**src/rtl/core/lcdpu_pkg.sv**
```systemverilog
`timescale 1ns / 1ps

package lcdpu_pkg;

	localparam int PAL_DEPTH   = 256;
	localparam int PAL_WORDS   = PAL_DEPTH / 2;
	localparam int PAL_AW      = $clog2(PAL_WORDS);
	localparam int QUEUE_DEPTH = 4;
	localparam int QP_W        = $clog2(QUEUE_DEPTH);

	typedef enum logic [1:0] {
		KIND_FRAME  = 2'd0,
		KIND_PIXEL  = 2'd1,
		KIND_PAL_WR = 2'd2,
		KIND_PAL_RD = 2'd3
	} kind_t;

	localparam logic [2:0] REG_DEPTH_CODE = 3'd0;
	localparam logic [2:0] REG_GREY_HIGH  = 3'd1;
	localparam logic [2:0] REG_BIG_ENDIAN = 3'd2;
	localparam logic [2:0] REG_MSB_FIRST  = 3'd3;

	typedef struct packed {
		logic [1:0] depth_code;
		logic       grey_from_high_bits;
		logic       big_endian_bytes;
		logic       msb_pixel_first;
	} cfg_t;

	// one queued request, with its row and first column already settled
	typedef struct packed {
		kind_t        kind;
		logic [6:0]   pidx;
		logic [31:0]  data;
		logic [7:0]   row;
		logic [7:0]   col_base;
	} job_t;

	// bit position of pixel 2k+second inside the framebuffer word
	function automatic logic [4:0] pixel_shift(logic [3:0] k, logic second, cfg_t cfg);
		logic [5:0] pnum;
		logic [8:0] prod;
		logic [8:0] bitpos;
		logic [4:0] bpp;
		logic [4:0] order;
		pnum   = 6'({k, second}) + 6'd1;
		prod   = 9'(pnum) << cfg.depth_code;
		bitpos = 9'd32 - prod;
		bpp    = 5'd1 << cfg.depth_code;
		order  = cfg.big_endian_bytes ? 5'd0 : 5'd24;
		if (!cfg.msb_pixel_first)
			order = order ^ (5'd8 - bpp);
		return bitpos[4:0] ^ order;
	endfunction

	function automatic logic [7:0] pixel_index(logic [31:0] data, logic [4:0] shamt,
			logic [1:0] depth_code);
		logic [31:0] shifted;
		logic [7:0]  mask;
		shifted = data >> shamt;
		unique case (depth_code)
			2'd0: mask = 8'h01;
			2'd1: mask = 8'h03;
			2'd2: mask = 8'h0F;
			default: mask = 8'hFF;
		endcase
		return shifted[7:0] & mask;
	endfunction

	function automatic logic [3:0] grey_of(logic [15:0] entry, logic high);
		return high ? entry[14:11] : entry[4:1];
	endfunction

endpackage

```
**src/rtl/core/lcdpu_queue.sv**
```systemverilog
`timescale 1ns / 1ps

module lcdpu_queue (
	input  logic              clk,
	input  logic              arst_n,
	input  logic              push,
	input  lcdpu_pkg::job_t   push_job,
	output logic              full,
	input  logic              pop,
	output logic              head_valid,
	output lcdpu_pkg::job_t   head_job
);
	import lcdpu_pkg::*;

	job_t            q_mem [QUEUE_DEPTH];
	logic [QP_W-1:0] wr_ptr_q;
	logic [QP_W-1:0] rd_ptr_q;
	logic [QP_W:0]   count_q;

	assign full       = (count_q == (QP_W + 1)'(QUEUE_DEPTH));
	assign head_valid = (count_q != '0);
	assign head_job   = q_mem[rd_ptr_q];

	always_ff @(posedge clk) begin
		if (push)
			q_mem[wr_ptr_q] <= push_job;
	end

	always_ff @(posedge clk or negedge arst_n) begin
		if (!arst_n) begin
			wr_ptr_q <= '0;
			rd_ptr_q <= '0;
			count_q  <= '0;
		end else begin
			if (push)
				wr_ptr_q <= wr_ptr_q + QP_W'(1);
			if (pop)
				rd_ptr_q <= rd_ptr_q + QP_W'(1);
			if (push && !pop)
				count_q <= count_q + (QP_W + 1)'(1);
			else if (pop && !push)
				count_q <= count_q - (QP_W + 1)'(1);
		end
	end

endmodule

```
**config.mk**
```make
export PLATFORM = sky130hd
export DESIGN_NAME = lcdpu_queue
export DESIGN_NICKNAME = d
export VERILOG_FILES = /design/src/rtl/core/lcdpu_pkg.sv /design/src/rtl/core/lcdpu_queue.sv
export SDC_FILE = /design/constraint.sdc
export NUM_CORES = 1
export LEC_CHECK = 0
export ABC_AREA = 0
export BUFFER_PORTS_ARGS = -buffer_cell sky130_fd_sc_hd__clkbuf_2
export CAP_MARGIN = 40
export CORE_UTILIZATION = 35
export DETAILED_ROUTE_END_ITERATION = 8
export GPL_TIMING_DRIVEN = 0
export SETUP_SLACK_MARGIN = 0.3
export SYNTH_ARGS = -nofsm -noshare
export SYNTH_HDL_FRONTEND = slang
export SYNTH_SLANG_ARGS = --single-unit
```
**constraint.sdc**
```tcl
create_clock -name clk -period 2.8 [get_ports clk]
set_clock_uncertainty 0.1 [all_clocks]
set_input_delay 0.56 -clock clk [delete_from_list [all_inputs] [get_ports clk]]
set_output_delay 0.56 -clock clk [all_outputs]
set_load 0.01 [all_outputs]
```
==> results.sh <==
export IMPL_synthTopCellsByCount="228 x edfxtp_1, 57 x mux4_2, 7 x dfrtp_1"
export IMPL_synth_nets=399
export IMPL_grt_pass1_wl_um=25000
export IMPL_gr_total_overflow=0
export IMPL_first_pass_iters=4
export IMPL_p_int_w=0.00834
export IMPL_cp_num_buf_inv=4
export IMPL_peakVddDrop_v=0.000464
export IMPL_setup_viol=0
export IMPL_area_growth_pct=25.0
export IMPL_fmax_mhz=389
export IMPL_synth_edff_count=228
export IMPL_critical_path_top_delay_family="buffers and inverters"
export IMPL_leakagePower_nw=3.75
export IMPL_die_area_mm2=0.0253
export IMPL_chipHeight_um=159
export IMPL_io_buffers=119
export IMPL_async_flop_share_pct=2.98
export IMPL_period_share_pct=91.9
export IMPL_regArea_mm2=0.00702
export IMPL_synth_area_leaders="edfxtp_1 79%, mux4_2 15%, dfrtp_1 2.0%"
export IMPL_core_region_area_mm2=0.0242
export IMPL_initial_core_util_pct=35.6
export IMPL_critical_path_cell_chain="buf_6, buf_12, clkbuf_16, mux4_2, clkbuf_2"
export IMPL_drt_iter0_markers=109
export IMPL_tritoncts="built"
export IMPL_syn_inst=332
export IMPL_crit_path_max_fanout=5
export IMPL_timing_hold_violations_final=0
export IMPL_swShare_pct=27.7
export IMPL_p_total_w=0.0115
export IMPL_avgSynthCellArea_um2=26.0
export IMPL_pwr_share_seq_pct=41.3
export IMPL_clock_path_buffers=3
export IMPL_drv_slew=0
export IMPL_slew_headroom_pct=66.7
export IMPL_cts_root_buf="clkbuf_16"
export IMPL_postRouteWirelength_um=16200
export IMPL_routed_via_density=4.71
export IMPL_rsz0062_at_grt="yes"
export IMPL_yosys_warnings=0
export IMPL_worstMarginPinSlew_ns=0.500
export IMPL_setup_slack_ns=0.226
export IMPL_ys_seq_area_share_pct=81.4
export IMPL_path_class="register to primary output"
export IMPL_io_pins=120
export IMPL_wl_per_cell_um=19.4
export IMPL_clock_latency_ns=0.50
export IMPL_combPwrFrac_pct=32.5
export IMPL_switching_power_w=0.00320
export IMPL_vias=3930
export IMPL_synth_main_ff_cell="edfxtp_1"
export IMPL_yosysTopAreaCellShare_pct=79.3
export IMPL_cts_sinks=235
export IMPL_cts_inserted_buffers=24
export IMPL_std_cell_rows=57
export IMPL_die_x_um=159
export IMPL_grt_pass1_vias=4387
export IMPL_endpoint_kind="primary output"
export IMPL_antenna_left=0
export IMPL_dp_slack_ns=0.513
export IMPL_crit_arrival_ns=1.91
export IMPL_dpl_hpwl_um=9790
export IMPL_htree_num_levels=1
export IMPL_antenna_cells=0
export IMPL_hold_ws_ns=0.167
export IMPL_pwr_share_clk_pct=26.2
export IMPL_final_min_clock_period_ns=2.57
export IMPL_antenna_found_initial=0
export IMPL_multi_input_area_mm2=0.00150
export IMPL_cp_slowest_stage_delay_ns=0.50
export IMPL_synth_cell_area_mm2=0.00863
export IMPL_min_path_type="input pin to register"
export IMPL_drive_gt1_share_pct=46.8
export IMPL_nNetsFinal=561
export IMPL_fillers=2100
export IMPL_ys_types=20
export IMPL_cellPowerDensity_mw_per_mm2=1070
export IMPL_synth_most_common_cell="edfxtp_1"
export IMPL_cap_violations=0
export IMPL_grt_max_degree=31
export IMPL_track_usage_pct=12.9
export IMPL_drc=0
export IMPL_cp_slowest_cell="mux4_2"
export IMPL_path_clk_slew_ns=0.06
export IMPL_status="finished clean"
export IMPL_globalplace_congestion=0.678
export IMPL_worstSetupStartpointType="register"
export IMPL_ys_ff_latch=235
export IMPL_synth_top_cell_by_area="edfxtp_1"
export IMPL_critPathRequiredTime_ns=2.14
[worst paths after layout]
kind	end	cells after the start	slack [ns]	from
setup / recovery	head_job[32]	5	0.23	rd_ptr_q[0]$_DFFE_PN0P_
hold / removal	q_mem[2][22]$_DFFE_PP_	1	0.17	push_job[22]
setup reg to reg	q_mem[0][23]$_DFFE_PP_	4	0.95	wr_ptr_q[0]$_DFFE_PN0P_
hold reg to reg	count_q[2]$_DFFE_PN0P_	1	0.38	count_q[2]$_DFFE_PN0P_
max in group asynchronous	wr_ptr_q[0]$_DFFE_PN0P_	2	2.09	arst_n
min in group asynchronous	rd_ptr_q[0]$_DFFE_PN0P_	2	0.33	arst_n
[state kept, by name (all words and copies together) (netlist names)]
signal	count
rd_ptr_q	2
wr_ptr_q	2
q_mem	228
count_q	3
[through the flow]
| step | utilization [%] | cell area [um2] | instances | TNS, ns |
|---|---|---|---|---|
| 3_5_place_dp | 40.1 | 9720 | 779 | 0 |
| 3_3_place_gp | 39.7 | 9630 | 775 | -214.04 |
| 4_1_cts | 43.9 | 10700 | 831 | 0 |
| 5_1_grt | 44.5 | 10800 | 835 | 0 |
| 6_report | 44.5 | 10800 | 835 | 0 |
| 2_1_floorplan | - | 8630 | 332 | 0 |
[logic make-up after synthesis]
kind of cell / after synthesis / synth area share, %
muxes: 58 / 15.0
AOI/OAI and AO/OA: 1 / 0.0579
xor gates and xnor gates: 6 / 0.609
and+or+nand+nor: 9 / 0.580
buffers and inverters: 17 / 1.42
adders and majority gates: 6 / 0.957
DFF: 235 / 81.4
[area by class of cell]
cell class / count / area share [%]
Multi-Input combinational cell: 80 / 13.9
Tap cell: 324 / 3.76
Timing Repair Buffer: 136 / 8.65
Sequential cell: 235 / 65.1
Clock inverter: 12 / 0.951
Clock buffer: 31 / 6.01
Buffer: 13 / 1.57
Inverter: 4 / 0.139
[metal layers]
| metal | vias to the layer above | wire [um] | share of wire [%] | GRT usage [%] |
|---|---|---|---|---|
| li1 | 1744 | - | - | - |
| met1 | 2064 | 6770 | 42 | 16.0 |
| met2 | 100 | 8390 | 52 | 22.7 |
| met3 | 22 | 827 | 5.1 | 3.15 |
| met4 | 0 | 221 | 1.4 | 3.28 |
| met5 | - | 0 | 0 | 0 |
[timing repair]
item                       CTS  global route
hold endpoints to repair     7             0
setup endpoints to repair   57            57
gates cloned                 1             4
hold buffers                 1             0
gates resized for setup     21            19
setup buffers                7             0
[layout by cell type (no fill, tap or decap), types with 2 or more instances in the layout]
master	Yosys	routed
buf_12	2	12
xnor2_1	2	2
buf_6	1	7
inv_1	4	4
mux4_2	57	57
buf_2	3	7
dfrtp_1	7	7
buf_4	4	6
clkbuf_1	0	6
bufinv_16	0	2
clkbuf_16	0	29
edfxtp_1	228	228
xor2_1	4	4
clkinv_1	0	8
clkbuf_2	0	110
ha_1	5	5
nand2_1	2	2
and2_4	0	4
[power by group through the flow]
stage	combinational [W]	sequential, W	clock [W]
floorplan	0.00208	0.00482	0
global placement	0.00320	0.00487	0
detailed placement	0.00333	0.00485	0
CTS	0.00365	0.00478	0.00311
global route	0.00406	0.00482	0.00326
finish	0.00375	0.00477	0.00303
Note: power is estimated with default switching activity, not from simulation.
