$ cat src/rtl/core/lcdpu_pkg.sv
`timescale 1ns / 1ps

package lcdpu_pkg;

	localparam int PAL_DEPTH   = 256;
	localparam int PAL_WORDS   = PAL_DEPTH / 2;
	localparam int PAL_AW      = $clog2(PAL_WORDS);
	localparam int QUEUE_DEPTH = 4;
	localparam int QP_W        = $clog2(QUEUE_DEPTH);

	typedef enum logic [1:0] {
		KIND_FRAME  = 2'd0,
		KIND_PIXEL  = 2'd1,
		KIND_PAL_WR = 2'd2,
		KIND_PAL_RD = 2'd3
	} kind_t;

	localparam logic [2:0] REG_DEPTH_CODE = 3'd0;
	localparam logic [2:0] REG_GREY_HIGH  = 3'd1;
	localparam logic [2:0] REG_BIG_ENDIAN = 3'd2;
	localparam logic [2:0] REG_MSB_FIRST  = 3'd3;

	typedef struct packed {
		logic [1:0] depth_code;
		logic       grey_from_high_bits;
		logic       big_endian_bytes;
		logic       msb_pixel_first;
	} cfg_t;

	// one queued request, with its row and first column already settled
	typedef struct packed {
		kind_t        kind;
		logic [6:0]   pidx;
		logic [31:0]  data;
		logic [7:0]   row;
		logic [7:0]   col_base;
	} job_t;

	// bit position of pixel 2k+second inside the framebuffer word
	function automatic logic [4:0] pixel_shift(logic [3:0] k, logic second, cfg_t cfg);
		logic [5:0] pnum;
		logic [8:0] prod;
		logic [8:0] bitpos;
		logic [4:0] bpp;
		logic [4:0] order;
		pnum   = 6'({k, second}) + 6'd1;
		prod   = 9'(pnum) << cfg.depth_code;
		bitpos = 9'd32 - prod;
		bpp    = 5'd1 << cfg.depth_code;
		order  = cfg.big_endian_bytes ? 5'd0 : 5'd24;
		if (!cfg.msb_pixel_first)
			order = order ^ (5'd8 - bpp);
		return bitpos[4:0] ^ order;
	endfunction

	function automatic logic [7:0] pixel_index(logic [31:0] data, logic [4:0] shamt,
			logic [1:0] depth_code);
		logic [31:0] shifted;
		logic [7:0]  mask;
		shifted = data >> shamt;
		unique case (depth_code)
			2'd0: mask = 8'h01;
			2'd1: mask = 8'h03;
			2'd2: mask = 8'h0F;
			default: mask = 8'hFF;
		endcase
		return shifted[7:0] & mask;
	endfunction

	function automatic logic [3:0] grey_of(logic [15:0] entry, logic high);
		return high ? entry[14:11] : entry[4:1];
	endfunction

endpackage

$ cat src/rtl/core/lcdpu_if.sv
`timescale 1ns / 1ps

interface lcdpu_cmd_if;
	logic        valid;
	logic        ready;
	logic [1:0]  kind;
	logic [6:0]  palette_word_index;
	logic [31:0] data_word;

	modport source(output valid, kind, palette_word_index, data_word, input ready);
	modport sink(input valid, kind, palette_word_index, data_word, output ready);
endinterface


$ cat src/rtl/core/lcdpu_front.sv
`timescale 1ns / 1ps

module lcdpu_front #(
	parameter int ROWS    = 240,
	parameter int COLUMNS = 320
) (
	input  logic              clk,
	input  logic              arst_n,
	lcdpu_cmd_if.sink         cmd,
	input  lcdpu_pkg::cfg_t   cfg,
	input  logic              q_full,
	output logic              push,
	output lcdpu_pkg::job_t   push_job
);
	import lcdpu_pkg::*;

	localparam int WPR_UNIT = COLUMNS / 32;
	localparam int WIR_W    = $clog2(WPR_UNIT * 8);
	localparam int ROW_W    = (ROWS > 1) ? $clog2(ROWS) : 1;
	localparam logic [ROW_W-1:0] ROW_TOP = ROW_W'(ROWS - 1);

	logic [ROW_W-1:0] row_q;
	logic [WIR_W-1:0] wir_q;
	logic [WIR_W:0]   wpr;
	logic [WIR_W:0]   wir_inc;
	logic [WIR_W+3:0] col_wide;
	logic             accept;
	kind_t            kind;

	assign cmd.ready = !q_full;
	assign accept    = cmd.valid && cmd.ready;
	assign kind      = kind_t'(cmd.kind);
	assign wpr       = (WIR_W + 1)'(WPR_UNIT) << cfg.depth_code;
	assign wir_inc   = {1'b0, wir_q} + (WIR_W + 1)'(1);
	assign col_wide  = (WIR_W + 4)'(wir_q) << (3'd4 - {1'b0, cfg.depth_code});

	assign push     = accept && (kind != KIND_FRAME);
	assign push_job = '{
		kind:     kind,
		pidx:     cmd.palette_word_index,
		data:     cmd.data_word,
		row:      8'(row_q),
		col_base: col_wide[7:0]
	};

	always_ff @(posedge clk or negedge arst_n) begin
		if (!arst_n) begin
			row_q <= ROW_TOP;
			wir_q <= '0;
		end else if (accept) begin
			if (kind == KIND_FRAME) begin
				row_q <= ROW_TOP;
				wir_q <= '0;
			end else if (kind == KIND_PIXEL) begin
				if (wir_inc >= wpr) begin
					wir_q <= '0;
					row_q <= (row_q == '0) ? ROW_TOP : row_q - ROW_W'(1);
				end else begin
					wir_q <= wir_inc[WIR_W-1:0];
				end
			end
		end
	end

endmodule

$ cat src/flat_wrapper.sv
// flat-port wrapper written by rule: the top's interface ports become plain ports
module lcdpu_front_flat import lcdpu_pkg::*;
#(
	parameter int ROWS    = 240,
	parameter int COLUMNS = 320
)
  (clk, arst_n, cfg, q_full, push, push_job, cmd_valid, cmd_kind, cmd_palette_word_index, cmd_data_word, cmd_ready);
  lcdpu_cmd_if cmd_i ();
  input  logic clk;
  input  logic arst_n;
  input  lcdpu_pkg::cfg_t cfg;
  input  logic q_full;
  output logic push;
  output lcdpu_pkg::job_t push_job;
  input wire logic [$bits(cmd_i.valid)-1:0] cmd_valid;
  input wire logic [$bits(cmd_i.kind)-1:0] cmd_kind;
  input wire logic [$bits(cmd_i.palette_word_index)-1:0] cmd_palette_word_index;
  input wire logic [$bits(cmd_i.data_word)-1:0] cmd_data_word;
  output wire logic [$bits(cmd_i.ready)-1:0] cmd_ready;
  assign cmd_i.valid = cmd_valid;
  assign cmd_i.kind = cmd_kind;
  assign cmd_i.palette_word_index = cmd_palette_word_index;
  assign cmd_i.data_word = cmd_data_word;
  assign cmd_ready = cmd_i.ready;
  lcdpu_front #(.ROWS(ROWS), .COLUMNS(COLUMNS)) u_core (.clk(clk), .arst_n(arst_n), .cmd(cmd_i), .cfg(cfg), .q_full(q_full), .push(push), .push_job(push_job));
endmodule
$ cat config.mk
export PLATFORM = sky130hd
export DESIGN_NAME = lcdpu_front_flat
export DESIGN_NICKNAME = d
export VERILOG_FILES = /design/src/rtl/core/lcdpu_pkg.sv /design/src/rtl/core/lcdpu_if.sv /design/src/rtl/core/lcdpu_front.sv /design/src/flat_wrapper.sv
export SDC_FILE = /design/constraint.sdc
export NUM_CORES = 1
export LEC_CHECK = 0
export ABC_AREA = 1
export BUFFER_PORTS_ARGS = -buffer_cell sky130_fd_sc_hd__buf_4
export CORE_MARGIN = 2
export CORE_UTILIZATION = 43
export DETAILED_ROUTE_END_ITERATION = 6
export GPL_ROUTABILITY_DRIVEN = 0
export PLACE_DENSITY = 0.89
export SLEW_MARGIN = 20
export SYNTH_ARGS = -nofsm -noshare
export SYNTH_HDL_FRONTEND = slang
export SYNTH_SLANG_ARGS = --single-unit
$ cat constraint.sdc
create_clock -name clk -period 2.5 [get_ports clk]
set_input_delay 0.375 -clock clk [delete_from_list [all_inputs] [get_ports clk]]
set_output_delay 0.375 -clock clk [all_outputs]
set_load 0.01 [all_outputs]
==> results.toml <==
[cells_and_area]
diodes = 0
fin_nets = 295
n_fill_cell = 363
area_growth_pct = -1.40
regArea_um2 = 384
drive_above_1_share_pct = 22.5
final_core_util_pct = 44.9
post-route-cell-area_um2 = 1670
multi_input_comb_area_um2 = 838

[yosys]
ys_seq_elements = 15
syn-cell-area_um2 = 1690
yosys_warnings = 0
synth.yosys.seq_area_share_pct = 22.7
synthArstFlopShare_pct = 100
yosys.cell_count.top_type = "nand2_1"
synth_nets = 306
synth-edff-count = 0
synth_top_area_cell = "buf_4"
netlist-cell-type-count = 26
postSynthAreaPerCell_um2 = 6.97
yosys_most_used_dff = "dfrtp_1"
synthTopCellsByArea = "buf_4 (19%), nand2_1 (13%), dfrtp_1 (12%)"
yosys-top-cells-count = "nand2_1 (59), buf_4 (42), inv_1 (28)"
synth_top_area_share_pct = 18.6
syn-instance-count = 243

[sta]
fmax_mhz = 460
grt_setup_unrepaired = "false"
relSlewSlack_pct = 77.0
setup_viol = 0
period_needed_ps = 2170
clock-skew-final_ps = 7.09
fin_crit_sh_pct = 86.9
finalHoldViolCount = 0
worst_slew_pin_slew_ps = 344
whs_ps = 403
fin_setup_tns_ps = 0
slew_violations = 0

[power]
finalPower_uw = 1530
vdd.ir_drop.worst_mv = 0.326
powerDensity_nw_per_um2 = 914
p_leak_uw = 0.000879

[die]
die_h_um = 66.7
die_w_um = 66.7
rows = 22
pin_count = 109
initial_core_util_pct = 45.6
coreArea_um2 = 3720
die_area_um2 = 4450

[detailed_routing]
num_vias = 1377
drt_pass1_iterations = 4
drt-wirelength-per-cell_um = 11.4
drc = 0
viasPerCell = 4.94
drtIter0Drc = 97
routed_wl_um = 3190
postRouteAntennaNets = 0

[clock_network]
clk_pin_slew_ps = 60
cts_root_buf = "clkbuf_8"
clockBufferDepth = 2
cts.sinks = 15
cts.htree.levels = 1
cts_tree = "done"
ctsResizeCount = 0
cts_made_buffers = 3
clk_latency_ps = 250

[setup_path]
worstPathCellList = "ha_1, nand2_1, o21ai_0, o21ai_0, inv_1, ha_1, nand2_1, inv_1, nand2_1, nand2_1, nand2_1, nand2_4, nand2_4, nand2_1, nand2_1"
setup.worst_path.end_class = "flip-flop"
crit_fanout = 16
critPathBufInv = 2
path_class = "flip-flop to flip-flop"
critical-path-top-delay-family = "simple AND/OR/NAND/NOR gates"
worst_path_largest_cell_delay_ps = 460
cp_common_cell = "nand2_1"
worstSetupStartpointType = "flip-flop"
cp_slowest_cell = "dfrtp_1"
arrival_ps = 2310
cp_data_required_time_ps = 2640

[min_path]
hp-class = "primary input to flip-flop"

[grt]
grt_first_pass_wirelength_um = 5310
antenna_found_initial = 0
globalRouteOverflowTotal = 0
gr-usage-all-layers_pct = 15.1
grt_max_degree = 23
grt_pass1_vias = 1216

[placed_design]
portBuffers = 27
placed_area_um2 = 1610
place_hpwl_um = 2460

[status]
status = "finished, final reports clean"

[job]
maxCapViolCount = 0
[per-layer routing]
layer  wire (µm)  track usage, %
met5           0               0
met4          46            4.34
met3         245            3.72
met2        1590            26.9
met1        1310            17.9
[worst min-delay path: cells and delay by family]
family	cells	cell delay, ps
compound gates	2	140
buf+inv	1	100
[cell type report]
class	count	share of cell area, %
inverter	30	6.75
tap	48	3.60
multi-input combinational	152	50.2
sequential	15	23.0
clock inverter	1	0.300
clock buffer	3	2.47
timing repair buffer	30	13.6
[metrics by stage]
stage	worst slack (ps)	cells
floorplan	446	243
global placement	378	274
detailed placement	315	274
CTS	332	279
global route	92.5	279
finish	327	279
[report_power, final]
group | switching [µW] | internal, µW | leakage, µW
logic | 492 | 343 | 0.000672
clock network | 86.4 | 110 | 0.0000255
registers | 115 | 378 | 0.000181
[final timing paths]
check	startpoint	end	slack [ps]	cells after the start
min in group asynchronous	arst_n	u_core.wir_q[0]$_DFFE_PN0P_	510	2
setup reg to reg	u_core.wir_q[0]$_DFFE_PN0P_	u_core.row_q[4]$_DFFE_PN0P_	330	15
setup / recovery	u_core.wir_q[0]$_DFFE_PN0P_	u_core.row_q[4]$_DFFE_PN0P_	330	15
hold / removal	cmd_kind[1]	u_core.wir_q[0]$_DFFE_PN0P_	400	3
max in group asynchronous	arst_n	u_core.row_q[3]$_DFFE_PN1P_	1740	2
hold reg to reg	u_core.row_q[0]$_DFFE_PN1P_	u_core.row_q[0]$_DFFE_PN1P_	480	2
[placed cells by master (no fill, tap or decap), types with 6 or more instances in the layout]
master and n:
nand3_1 13, buf_4 29, nor2_1 16, ha_1 13, inv_1 28, dfrtp_1 8, nand2_1 59, dfstp_2 7
o22ai_1 6, o21ai_0 22
[cells by family (layout without fill, tap and decap cells)]
kind of cell / count (synthesis) / in the layout / synth area share (%)
adder cells (fa/ha/maj): 13 / 13 / 9.61
buffers and inverters: 76 / 64 / 27.8
AND/OR/NAND/NOR: 100 / 100 / 26.7
AO/OA/AOI/OAI: 35 / 35 / 11.2
XOR/XNOR: 4 / 4 / 2.07
flip-flops: 15 / 15 / 22.7
[flip-flops by register name, indices dropped and copies added (netlist names)]
signal,flops
u_core.row_q,8
u_core.wir_q,7
[what timing repair did]
item | 4_1_cts | 5_1_grt
hold buffers | 1 | 0
endpoints found under the hold margin | 8 | 0
buffers inserted | 0 | 0
Note: power is estimated with default switching activity, not from simulation.
